==> src/tpbt_pkg.sv <==
package tpbt_pkg;

   localparam int ADDR_W    = 64;
   localparam int TAG_W     = 32;
   localparam int CSR_W     = 6;
   localparam int CSR_IDX_W = 2;
   localparam int SHIFT_W   = 3;

   typedef enum logic [1:0] {
      OP_LOOKUP = 2'd0,
      OP_UPDATE = 2'd1,
      OP_CLEAR  = 2'd2
   } op_type;

   typedef enum logic [CSR_IDX_W-1:0] {
      CSR_TAGGED_MODE = 2'd0,
      CSR_TAG_WIDTH   = 2'd1,
      CSR_INST_SHIFT  = 2'd2
   } csr_index_type;

endpackage

==> src/tpbt_if.sv <==
interface tpbt_req_if import tpbt_pkg::*; ();
   logic              valid;
   logic              ready;
   logic [1:0]        op;
   logic [ADDR_W-1:0] addr;
   logic              prio_bit;

   modport source (output valid, op, addr, prio_bit, input ready);
   modport sink   (input valid, op, addr, prio_bit, output ready);
endinterface

interface tpbt_rsp_if ();
   logic valid;
   logic ready;
   logic prio_out;
   logic hit;

   modport source (output valid, prio_out, hit, input ready);
   modport sink   (input valid, prio_out, hit, output ready);
endinterface

==> src/tagged_priority_bit_table.sv <==
// Channel   Dir  Handshake     Payload
// req_chan  in   valid/ready   op[1:0], addr[63:0], prio_bit
// rsp_chan  out  valid/ready   prio_out, hit
// csr_*     in   csr_we        csr_index[1:0], csr_wdata[5:0]
//
// Takes one request per cycle while the response is not stalled; each request's
// response passes the input register with row read, then the response register.
// The row store has one write and one read port; valid and written flags are
// flip-flops, so a clear drops them all at once with no sweep.
// Reset is synchronous, active high, clears control state and flags.
// A stalled response holds the request stage; new requests wait only then.
module tagged_priority_bit_table import tpbt_pkg::*; #(
   parameter int ENTRIES        = 64,
   parameter int BITS_PER_ENTRY = 16
) (
   input  logic                 clock,
   input  logic                 reset,
   tpbt_req_if.sink             req_chan,
   tpbt_rsp_if.source           rsp_chan,
   input  logic                 csr_we,
   input  logic [CSR_IDX_W-1:0] csr_index,
   input  logic [CSR_W-1:0]     csr_wdata
);

   // floor(log2) of the parameters: unused top entries or bits are never reached
   localparam int OFF_BITS = $clog2(BITS_PER_ENTRY + 1) - 1;
   localparam int IDX_BITS = $clog2(ENTRIES + 1) - 1;
   localparam int OFF_W    = (OFF_BITS > 0) ? OFF_BITS : 1;
   localparam int IDX_W    = (IDX_BITS > 0) ? IDX_BITS : 1;
   localparam int VEC      = 1 << OFF_BITS;
   localparam int ROWS     = 1 << IDX_W;
   localparam int TAG_POS  = OFF_BITS + IDX_BITS;
   localparam int ROW_W    = TAG_W + VEC;

   // configuration registers
   logic               tagged_ff;
   logic [CSR_W-1:0]   tag_width_ff;
   logic [SHIFT_W-1:0] inst_shift_ff;

   always_ff @(posedge clock) begin
      if (reset) begin
         tagged_ff     <= 1'b1;
         tag_width_ff  <= CSR_W'(16);
         inst_shift_ff <= SHIFT_W'(2);
      end else if (csr_we) begin
         unique case (csr_index)
            CSR_TAGGED_MODE: tagged_ff     <= csr_wdata[0];
            CSR_TAG_WIDTH:   tag_width_ff  <= csr_wdata;
            CSR_INST_SHIFT:  inst_shift_ff <= csr_wdata[SHIFT_W-1:0];
            default: ;  // writes beyond the register list drop
         endcase
      end
   end

   // split the incoming address: drop inst_shift bits, then offset, index, tag
   logic [ADDR_W-1:0] addr_sh;
   logic [CSR_W-1:0]  tw_sat;
   logic [TAG_W-1:0]  tag_mask;
   logic [OFF_W-1:0]  off_in;
   logic [IDX_W-1:0]  idx_in;
   logic [TAG_W-1:0]  tag_in;

   always_comb begin
      addr_sh  = req_chan.addr >> inst_shift_ff;
      tw_sat   = (tag_width_ff > CSR_W'(TAG_W)) ? CSR_W'(TAG_W) : tag_width_ff;
      tag_mask = TAG_W'(({1'b0, {TAG_W{1'b0}}} | (33'd1 << tw_sat)) - 33'd1);
      off_in   = (OFF_BITS == 0) ? '0 : addr_sh[OFF_W-1:0];
      idx_in   = (IDX_BITS == 0) ? '0 : addr_sh[OFF_BITS +: IDX_W];
      tag_in   = addr_sh[TAG_POS +: TAG_W] & tag_mask;
   end

   // request stage
   logic             s1_valid_ff, s1_valid_in;
   logic [1:0]       s1_op_ff;
   logic [OFF_W-1:0] s1_off_ff;
   logic [IDX_W-1:0] s1_idx_ff;
   logic [TAG_W-1:0] s1_tag_ff;
   logic             s1_pbit_ff;

   // response register
   logic rsp_valid_ff, rsp_valid_in;
   logic rsp_prio_ff;
   logic rsp_hit_ff;

   // per-row flags: valid for tag matching, live for "bits written since clear"
   logic [ROWS-1:0] valid_ff, valid_in;
   logic [ROWS-1:0] live_ff, live_in;

   logic             req_ready;
   logic             req_fire;
   logic             s1_go;
   logic [ROW_W-1:0] rd_row;
   logic [ROW_W-1:0] wr_row;
   logic             wr_en;

   logic [VEC-1:0]   old_bits;
   logic [TAG_W-1:0] old_tag;
   logic [VEC-1:0]   new_bits;
   logic             is_lookup, is_update, is_clear;
   logic             match;
   logic             install;
   logic             prio_res, hit_res;

   // advance the request stage whenever the response register frees up
   assign s1_go     = s1_valid_ff && (!rsp_valid_ff || rsp_chan.ready);
   assign req_ready = !s1_valid_ff || s1_go;
   assign req_fire  = req_chan.valid && req_ready;

   assign req_chan.ready    = req_ready;
   assign rsp_chan.valid    = rsp_valid_ff;
   assign rsp_chan.prio_out = rsp_prio_ff;
   assign rsp_chan.hit      = rsp_hit_ff;

   tpbt_store #(
      .ADDR_BITS (IDX_W),
      .DATA_BITS (ROW_W)
   ) u_store (
      .clock   (clock),
      .rd_en   (req_fire),
      .rd_addr (idx_in),
      .wr_en   (wr_en),
      .wr_addr (s1_idx_ff),
      .wr_data (wr_row),
      .rd_data (rd_row)
   );

   always_comb begin
      is_lookup = (s1_op_ff == OP_LOOKUP);
      is_update = (s1_op_ff == OP_UPDATE);
      is_clear  = (s1_op_ff == OP_CLEAR);

      // a row untouched since the last clear reads as all zero
      old_bits = live_ff[s1_idx_ff] ? rd_row[VEC-1:0] : '0;
      old_tag  = rd_row[ROW_W-1 -: TAG_W];

      match   = tagged_ff ? (valid_ff[s1_idx_ff] && (old_tag == s1_tag_ff)) : 1'b1;
      install = tagged_ff && !match;

      // a miss starts from a clean vector, then the one bit is written
      new_bits            = match ? old_bits : '0;
      new_bits[s1_off_ff] = s1_pbit_ff;

      prio_res = 1'b0;
      hit_res  = 1'b0;
      if (is_lookup) begin
         hit_res  = match;
         prio_res = match && old_bits[s1_off_ff];
      end else if (is_update) begin
         hit_res  = match;
         prio_res = s1_pbit_ff;
      end

      wr_en  = s1_go && is_update;
      wr_row = {install ? s1_tag_ff : old_tag, new_bits};

      valid_in = valid_ff;
      live_in  = live_ff;
      if (s1_go) begin
         if (is_clear) begin
            valid_in = '0;
            live_in  = '0;
         end else if (is_update) begin
            live_in[s1_idx_ff] = 1'b1;
            if (install) begin
               valid_in[s1_idx_ff] = 1'b1;
            end
         end
      end

      s1_valid_in = s1_valid_ff;
      if (req_fire) begin
         s1_valid_in = 1'b1;
      end else if (s1_go) begin
         s1_valid_in = 1'b0;
      end

      rsp_valid_in = rsp_valid_ff;
      if (s1_go) begin
         rsp_valid_in = 1'b1;
      end else if (rsp_chan.ready) begin
         rsp_valid_in = 1'b0;
      end
   end

   always_ff @(posedge clock) begin
      if (reset) begin
         s1_valid_ff  <= 1'b0;
         rsp_valid_ff <= 1'b0;
         valid_ff     <= '0;
         live_ff      <= '0;
      end else begin
         s1_valid_ff  <= s1_valid_in;
         rsp_valid_ff <= rsp_valid_in;
         valid_ff     <= valid_in;
         live_ff      <= live_in;
      end
   end

   // payload registers: load the request on accept, the response on advance
   always_ff @(posedge clock) begin
      if (req_fire) begin
         s1_op_ff   <= req_chan.op;
         s1_off_ff  <= off_in;
         s1_idx_ff  <= idx_in;
         s1_tag_ff  <= tag_in;
         s1_pbit_ff <= req_chan.prio_bit;
      end
      if (s1_go) begin
         rsp_prio_ff <= prio_res;
         rsp_hit_ff  <= hit_res;
      end
   end

   // a tag-valid row always has its bits written since the last clear
   a_valid_implies_live: assert property (@(posedge clock) disable iff (reset)
      (valid_ff & ~live_ff) == '0)
      else $error("valid row without live bits");

   // a processed clear leaves no row flagged
   a_clear_empties: assert property (@(posedge clock) disable iff (reset)
      (s1_go && is_clear) |=> (live_ff == '0) && (valid_ff == '0))
      else $error("clear left flagged rows");

   // an update reports the bit it wrote
   a_update_echo: assert property (@(posedge clock) disable iff (reset)
      (s1_go && is_update) |=> (rsp_prio_ff == $past(s1_pbit_ff)))
      else $error("update response does not echo written bit");

   // untagged lookups and updates always hit
   a_untagged_hit: assert property (@(posedge clock) disable iff (reset)
      (s1_go && !tagged_ff && (is_lookup || is_update)) |=> rsp_hit_ff)
      else $error("untagged access missed");

   // requests are refused only while a response is stalled behind a full stage
   a_ready_only_stall: assert property (@(posedge clock) disable iff (reset)
      !req_ready |-> (s1_valid_ff && rsp_valid_ff && !rsp_chan.ready))
      else $error("request refused without a stall");

endmodule

==> src/tpbt_store.sv <==
module tpbt_store #(
   parameter int ADDR_BITS = 6,
   parameter int DATA_BITS = 48
) (
   input  logic                 clock,
   input  logic                 rd_en,
   input  logic [ADDR_BITS-1:0] rd_addr,
   input  logic                 wr_en,
   input  logic [ADDR_BITS-1:0] wr_addr,
   input  logic [DATA_BITS-1:0] wr_data,
   output logic [DATA_BITS-1:0] rd_data
);

   localparam int DEPTH = 1 << ADDR_BITS;

   logic [DATA_BITS-1:0] mem [DEPTH];
   logic [DATA_BITS-1:0] rd_data_ff;

   always_ff @(posedge clock) begin
      if (wr_en) begin
         mem[wr_addr] <= wr_data;
      end
   end

   // a read that collides with this cycle's write returns the new row
   always_ff @(posedge clock) begin
      if (rd_en) begin
         if (wr_en && (wr_addr == rd_addr)) begin
            rd_data_ff <= wr_data;
         end else begin
            rd_data_ff <= mem[rd_addr];
         end
      end
   end

   assign rd_data = rd_data_ff;

endmodule

==> src/flat_wrapper.sv <==
// flat-port wrapper written by rule: the top's interface ports become plain ports
module tagged_priority_bit_table_flat import tpbt_pkg::*;
#(
   parameter int ENTRIES        = 64,
   parameter int BITS_PER_ENTRY = 16
)
  (clock, reset, csr_we, csr_index, csr_wdata, req_chan_valid, req_chan_op, req_chan_addr, req_chan_prio_bit, req_chan_ready, rsp_chan_valid, rsp_chan_prio_out, rsp_chan_hit, rsp_chan_ready);
  tpbt_req_if req_chan_i ();
  tpbt_rsp_if rsp_chan_i ();
  input  logic clock;
  input  logic reset;
  input  logic csr_we;
  input  logic [CSR_IDX_W-1:0] csr_index;
  input  logic [CSR_W-1:0] csr_wdata;
  input wire logic [$bits(req_chan_i.valid)-1:0] req_chan_valid;
  input wire logic [$bits(req_chan_i.op)-1:0] req_chan_op;
  input wire logic [$bits(req_chan_i.addr)-1:0] req_chan_addr;
  input wire logic [$bits(req_chan_i.prio_bit)-1:0] req_chan_prio_bit;
  output wire logic [$bits(req_chan_i.ready)-1:0] req_chan_ready;
  output wire logic [$bits(rsp_chan_i.valid)-1:0] rsp_chan_valid;
  output wire logic [$bits(rsp_chan_i.prio_out)-1:0] rsp_chan_prio_out;
  output wire logic [$bits(rsp_chan_i.hit)-1:0] rsp_chan_hit;
  input wire logic [$bits(rsp_chan_i.ready)-1:0] rsp_chan_ready;
  assign req_chan_i.valid = req_chan_valid;
  assign req_chan_i.op = req_chan_op;
  assign req_chan_i.addr = req_chan_addr;
  assign req_chan_i.prio_bit = req_chan_prio_bit;
  assign req_chan_ready = req_chan_i.ready;
  assign rsp_chan_valid = rsp_chan_i.valid;
  assign rsp_chan_prio_out = rsp_chan_i.prio_out;
  assign rsp_chan_hit = rsp_chan_i.hit;
  assign rsp_chan_i.ready = rsp_chan_ready;
  tagged_priority_bit_table #(.ENTRIES(ENTRIES), .BITS_PER_ENTRY(BITS_PER_ENTRY)) u_core (.clock(clock), .reset(reset), .req_chan(req_chan_i), .rsp_chan(rsp_chan_i), .csr_we(csr_we), .csr_index(csr_index), .csr_wdata(csr_wdata));
endmodule
==> config.mk <==
export PLATFORM = sky130hd
export DESIGN_NAME = tagged_priority_bit_table_flat
export DESIGN_NICKNAME = d
export VERILOG_FILES = /design/src/tpbt_pkg.sv /design/src/tpbt_if.sv /design/src/tagged_priority_bit_table.sv /design/src/tpbt_store.sv /design/src/flat_wrapper.sv
export SDC_FILE = /design/constraint.sdc
export NUM_CORES = 2
export LEC_CHECK = 0
export BUFFER_PORTS_ARGS = -buffer_cell sky130_fd_sc_hd__buf_2
export CAP_MARGIN = 20
export CORE_ASPECT_RATIO = 1.75
export CORE_MARGIN = 2
export CORE_UTILIZATION = 39
export CTS_BUF_LIST = sky130_fd_sc_hd__clkbuf_8
export CTS_CLUSTER_SIZE = 8
export DETAILED_ROUTE_END_ITERATION = 7
export GPL_ROUTABILITY_DRIVEN = 0
export HOLD_SLACK_MARGIN = 0.1
export PLACE_DENSITY = 0.51
export REMOVE_ABC_BUFFERS = 1
export SLEW_MARGIN = 20
export SYNTH_ARGS = -nofsm -noshare
export SYNTH_HDL_FRONTEND = slang
export SYNTH_HIERARCHICAL = 1
export SYNTH_SLANG_ARGS = --single-unit
==> constraint.sdc <==
create_clock -name clock -period 6.5 [get_ports clock]
set_input_delay 0.325 -clock clock [delete_from_list [all_inputs] [get_ports clock]]
set_output_delay 0.325 -clock clock [all_outputs]
set_load 0.02 [all_outputs]
==> impl_metrics.ini <==
[clock_network]
cts.htree.levels = 5
clock_latency_ps = 1130
clk_pin_slew_ps = 60
cts_resized = 0
postCtsSetupRepairBufs = 0
cts_max_path_buffers = 4
numCtsBuffers = 482
clock-sinks = 3307
cts-root-buf = clkbuf_8
cts_tree = yes

[critical_path]
cp.arrival_ps = 5790
path_delay_family = buffers and inverters
path_class = reg2reg
cpPeakStageDelay_ps = 1010
crit_chain = buf_4 -> nand2b_1 -> o21ai_0 -> a221o_1 -> a22o_1 -> o41ai_4 -> buf_12 -> mux2_2 -> buf_12 -> nand2_1 -> o211ai_1
start_kind = register
setup.worst_path.end_class = register
cp.buffers_inverters = 3
cpMaxStageDelayCell = edfxtp_1
critical_path_required_ps = 7350
worstPathMaxFanout = 74
timing.critical_path.mode_cell = buf_12

[routing]
ant_nets = 0
finalWirelength_um = 381000
vias = 71000
drt-initial-drc-count = 5998
drt_pass1_iterations = 5
vias_per_cell = 5.73
drc = 0
avgRoutedWirePerCell_um = 30.7

[timing]
fmax_mhz = 202
post-route-min-period_ps = 4940
finalMaxSlewViolations = 0
timing.final.crit_share_pct = 76.0
rsz0062_at_grt = no
setup_viol = 0
hold_viol_final = 0
worstMarginPinSlew_ps = 1170
max_slew_margin_pct = 21.2
skew_ps = 83.4

[die]
die_x_um = 442
pin_count = 84
start_util_pct = 39.2
fp.coreArea_sq_um = 334000
die_y_um = 771
dieArea_sq_um = 341000
rows = 281

[place]
dp_hpwl_um = 213000
port_buffers = 68
dpl.cell_count = 11600

[final_layout]
fillers = 28900
area.growth.synth_to_final_pct = 12.6
drive_gt1_share_pct = 16.5
finalCoreUtilization_pct = 44.1
layout.nets = 7865
finalNonFillerCells = 12400

[yosys]
synth_edf_count = 3167
syn_inst = 7310
async_flop_share_pct = 0
synthFlopType = edfxtp_1
yosys.area.top_type = edfxtp_1
yosysSeqAreaShare_pct = 74.8
synth-seq-cells = 3307
ys_types = 63
synth_top_area_share_pct = 72.6
synth.avg_cell_area_sq_um = 17.9
ys_top_cells_by_count = 3,167 x edfxtp_1, 1,246 x mux2i_1, 572 x a22oi_1, 227 x clkbuf_1
synth_area_sq_um = 131000
yosysMostFrequentCell = edfxtp_1
ys.warnings.count = 6
ys_top_cells_by_area = edfxtp_1 73%, mux2i_1 9.5%, mux4_2 3.7%

[global_routing]
grt_pass1_wl_um = 536000
grt.overflow.total = 0
grt_pass1_vias = 73200
grt_start_max_net_pins = 116
grt_usage_pct = 21.9
antenna_found_initial = 24

[power]
peakVddDrop_uv = 175
cellPowerDensity_nw_per_um2 = 289
p_leak_nw = 51.6

[flow_run]
maxCapViolCount = 0

[status]
outcome = completed

[hold_path]
hold_class = in2reg
## kinds of logic (layout without fill, tap and decap cells)
group / count (synthesis) / after routing / share of synthesized area (%)
AOI/OAI and AO/OA: 1182 / 1182 / 6.48
xor gates and xnor gates: 40 / 40 / 0.268
other: 0 / 21 / 0
DFF: 3307 / 3307 / 74.8
muxes: 1575 / 1575 / 14.2
and+or+nand+nor: 710 / 710 / 2.50
buffers and inverters: 492 / 1179 / 1.70
adders and majority gates: 4 / 4 / 0.0382
## area by class of cell
cell class / instances / area, sq um / share of cell area (%)
multi-input combinational: 3511 / 31700 / 21.5
sequential: 3307 / 97900 / 66.4
tap: 4386 / 5490 / 3.72
clock buffer: 493 / 6790 / 4.60
antenna: 21 / 52.6 / 0.0356
inverter: 18 / 67.6 / 0.0458
clock inverter: 207 / 888 / 0.602
timing repair buffer: 461 / 4560 / 3.09
## placed cells by master, fill, tap and decap left out, types with 65 or more instances in the layout
| cell type | synthesis | routed |
|---|---|---|
| edfxtp_1 | 3167 | 3167 |
| mux2i_1 | 1246 | 1244 |
| a22oi_1 | 572 | 572 |
| clkbuf_8 | 0 | 493 |
| nand3_1 | 223 | 223 |
| a21oi_1 | 223 | 223 |
| mux4_2 | 215 | 215 |
| buf_4 | 33 | 198 |
| inv_1 | 16 | 181 |
| nand2_1 | 151 | 149 |
| nor2_1 | 207 | 142 |
| dfxtp_1 | 140 | 137 |
| mux2_2 | 109 | 110 |
| dlygate4sd3_1 | 0 | 108 |
| o21ai_0 | 88 | 83 |
| buf_12 | 0 | 75 |
| buf_2 | 170 | 68 |
| nor2_4 | 0 | 65 |
## stage by stage
step	setup WS, ps	area, sq um	hold WS [ps]	total power (W)	setup TNS, ps
finish	1560	147000	179	0.0427	0
global route	1370	147000	130	0.0441	0
CTS	1650	147000	100	0.0431	0
detailed placement	1650	139000	448	0.0286	0
global placement	1580	138000	441	0.0285	0
floorplan	-150780	129000	397	0.0319	-9426590
## routing by layer
layer / global-route usage (%) / routed length, um
met4: 6.99 / 12000
met1: 26.3 / 149000
met2: 39.9 / 201000
met3: 3.50 / 20000
met5: 0 / 48
## worst min-delay path, delay by kind of cell
kind                   cells  cell delay, ps
multiplexers               2             320
AO/OA/AOI/OAI              2             260
buffers and inverters      1             160
## registers in the layout (all words and copies together), names as in the netlist
register,cells
u_core/inst_shift_ff,3
u_core/live_ff,64
u_core/rsp_chan.hit,1
u_core/rsp_chan.prio_out,1
u_core/rsp_chan.valid,1
u_core/s1_idx_ff,6
u_core/s1_off_ff,4
u_core/s1_op_ff,2
u_core/s1_pbit_ff,1
u_core/s1_tag_ff,32
u_core/s1_valid_ff,1
u_core/tag_width_ff,6
u_core/tagged_ff,1
u_core/u_store/mem,3072
u_core/u_store/rd_data,48
u_core/valid_ff,64
## worst paths after layout
kind                            slack [ps]  cells past startpoint                         end           startpoint
worst min-delay path                   180                      5        u_core/s1_tag_ff[12]    req_chan_addr[27]
worst max register to register        1560                     11  u_core/u_store/rd_data[41]  u_core/s1_idx_ff[2]
worst max-delay path                  1560                     11  u_core/u_store/rd_data[41]  u_core/s1_idx_ff[2]
worst min register to register         460                      1         u_core/valid_ff[36]  u_core/valid_ff[36]
## power by group
group / switching (W) / internal [W] / total [W]
registers: 0.000107 / 0.0236 / 0.0237
clock network: 0.00759 / 0.00687 / 0.0145
logic: 0.00291 / 0.00159 / 0.00450
## timing repair
action                     4_1_cts  5_1_grt
hold buffers                   108        0
setup endpoints to repair        0        0
hold endpoints to repair       109        0
Note: power is estimated with default switching activity, not from simulation.
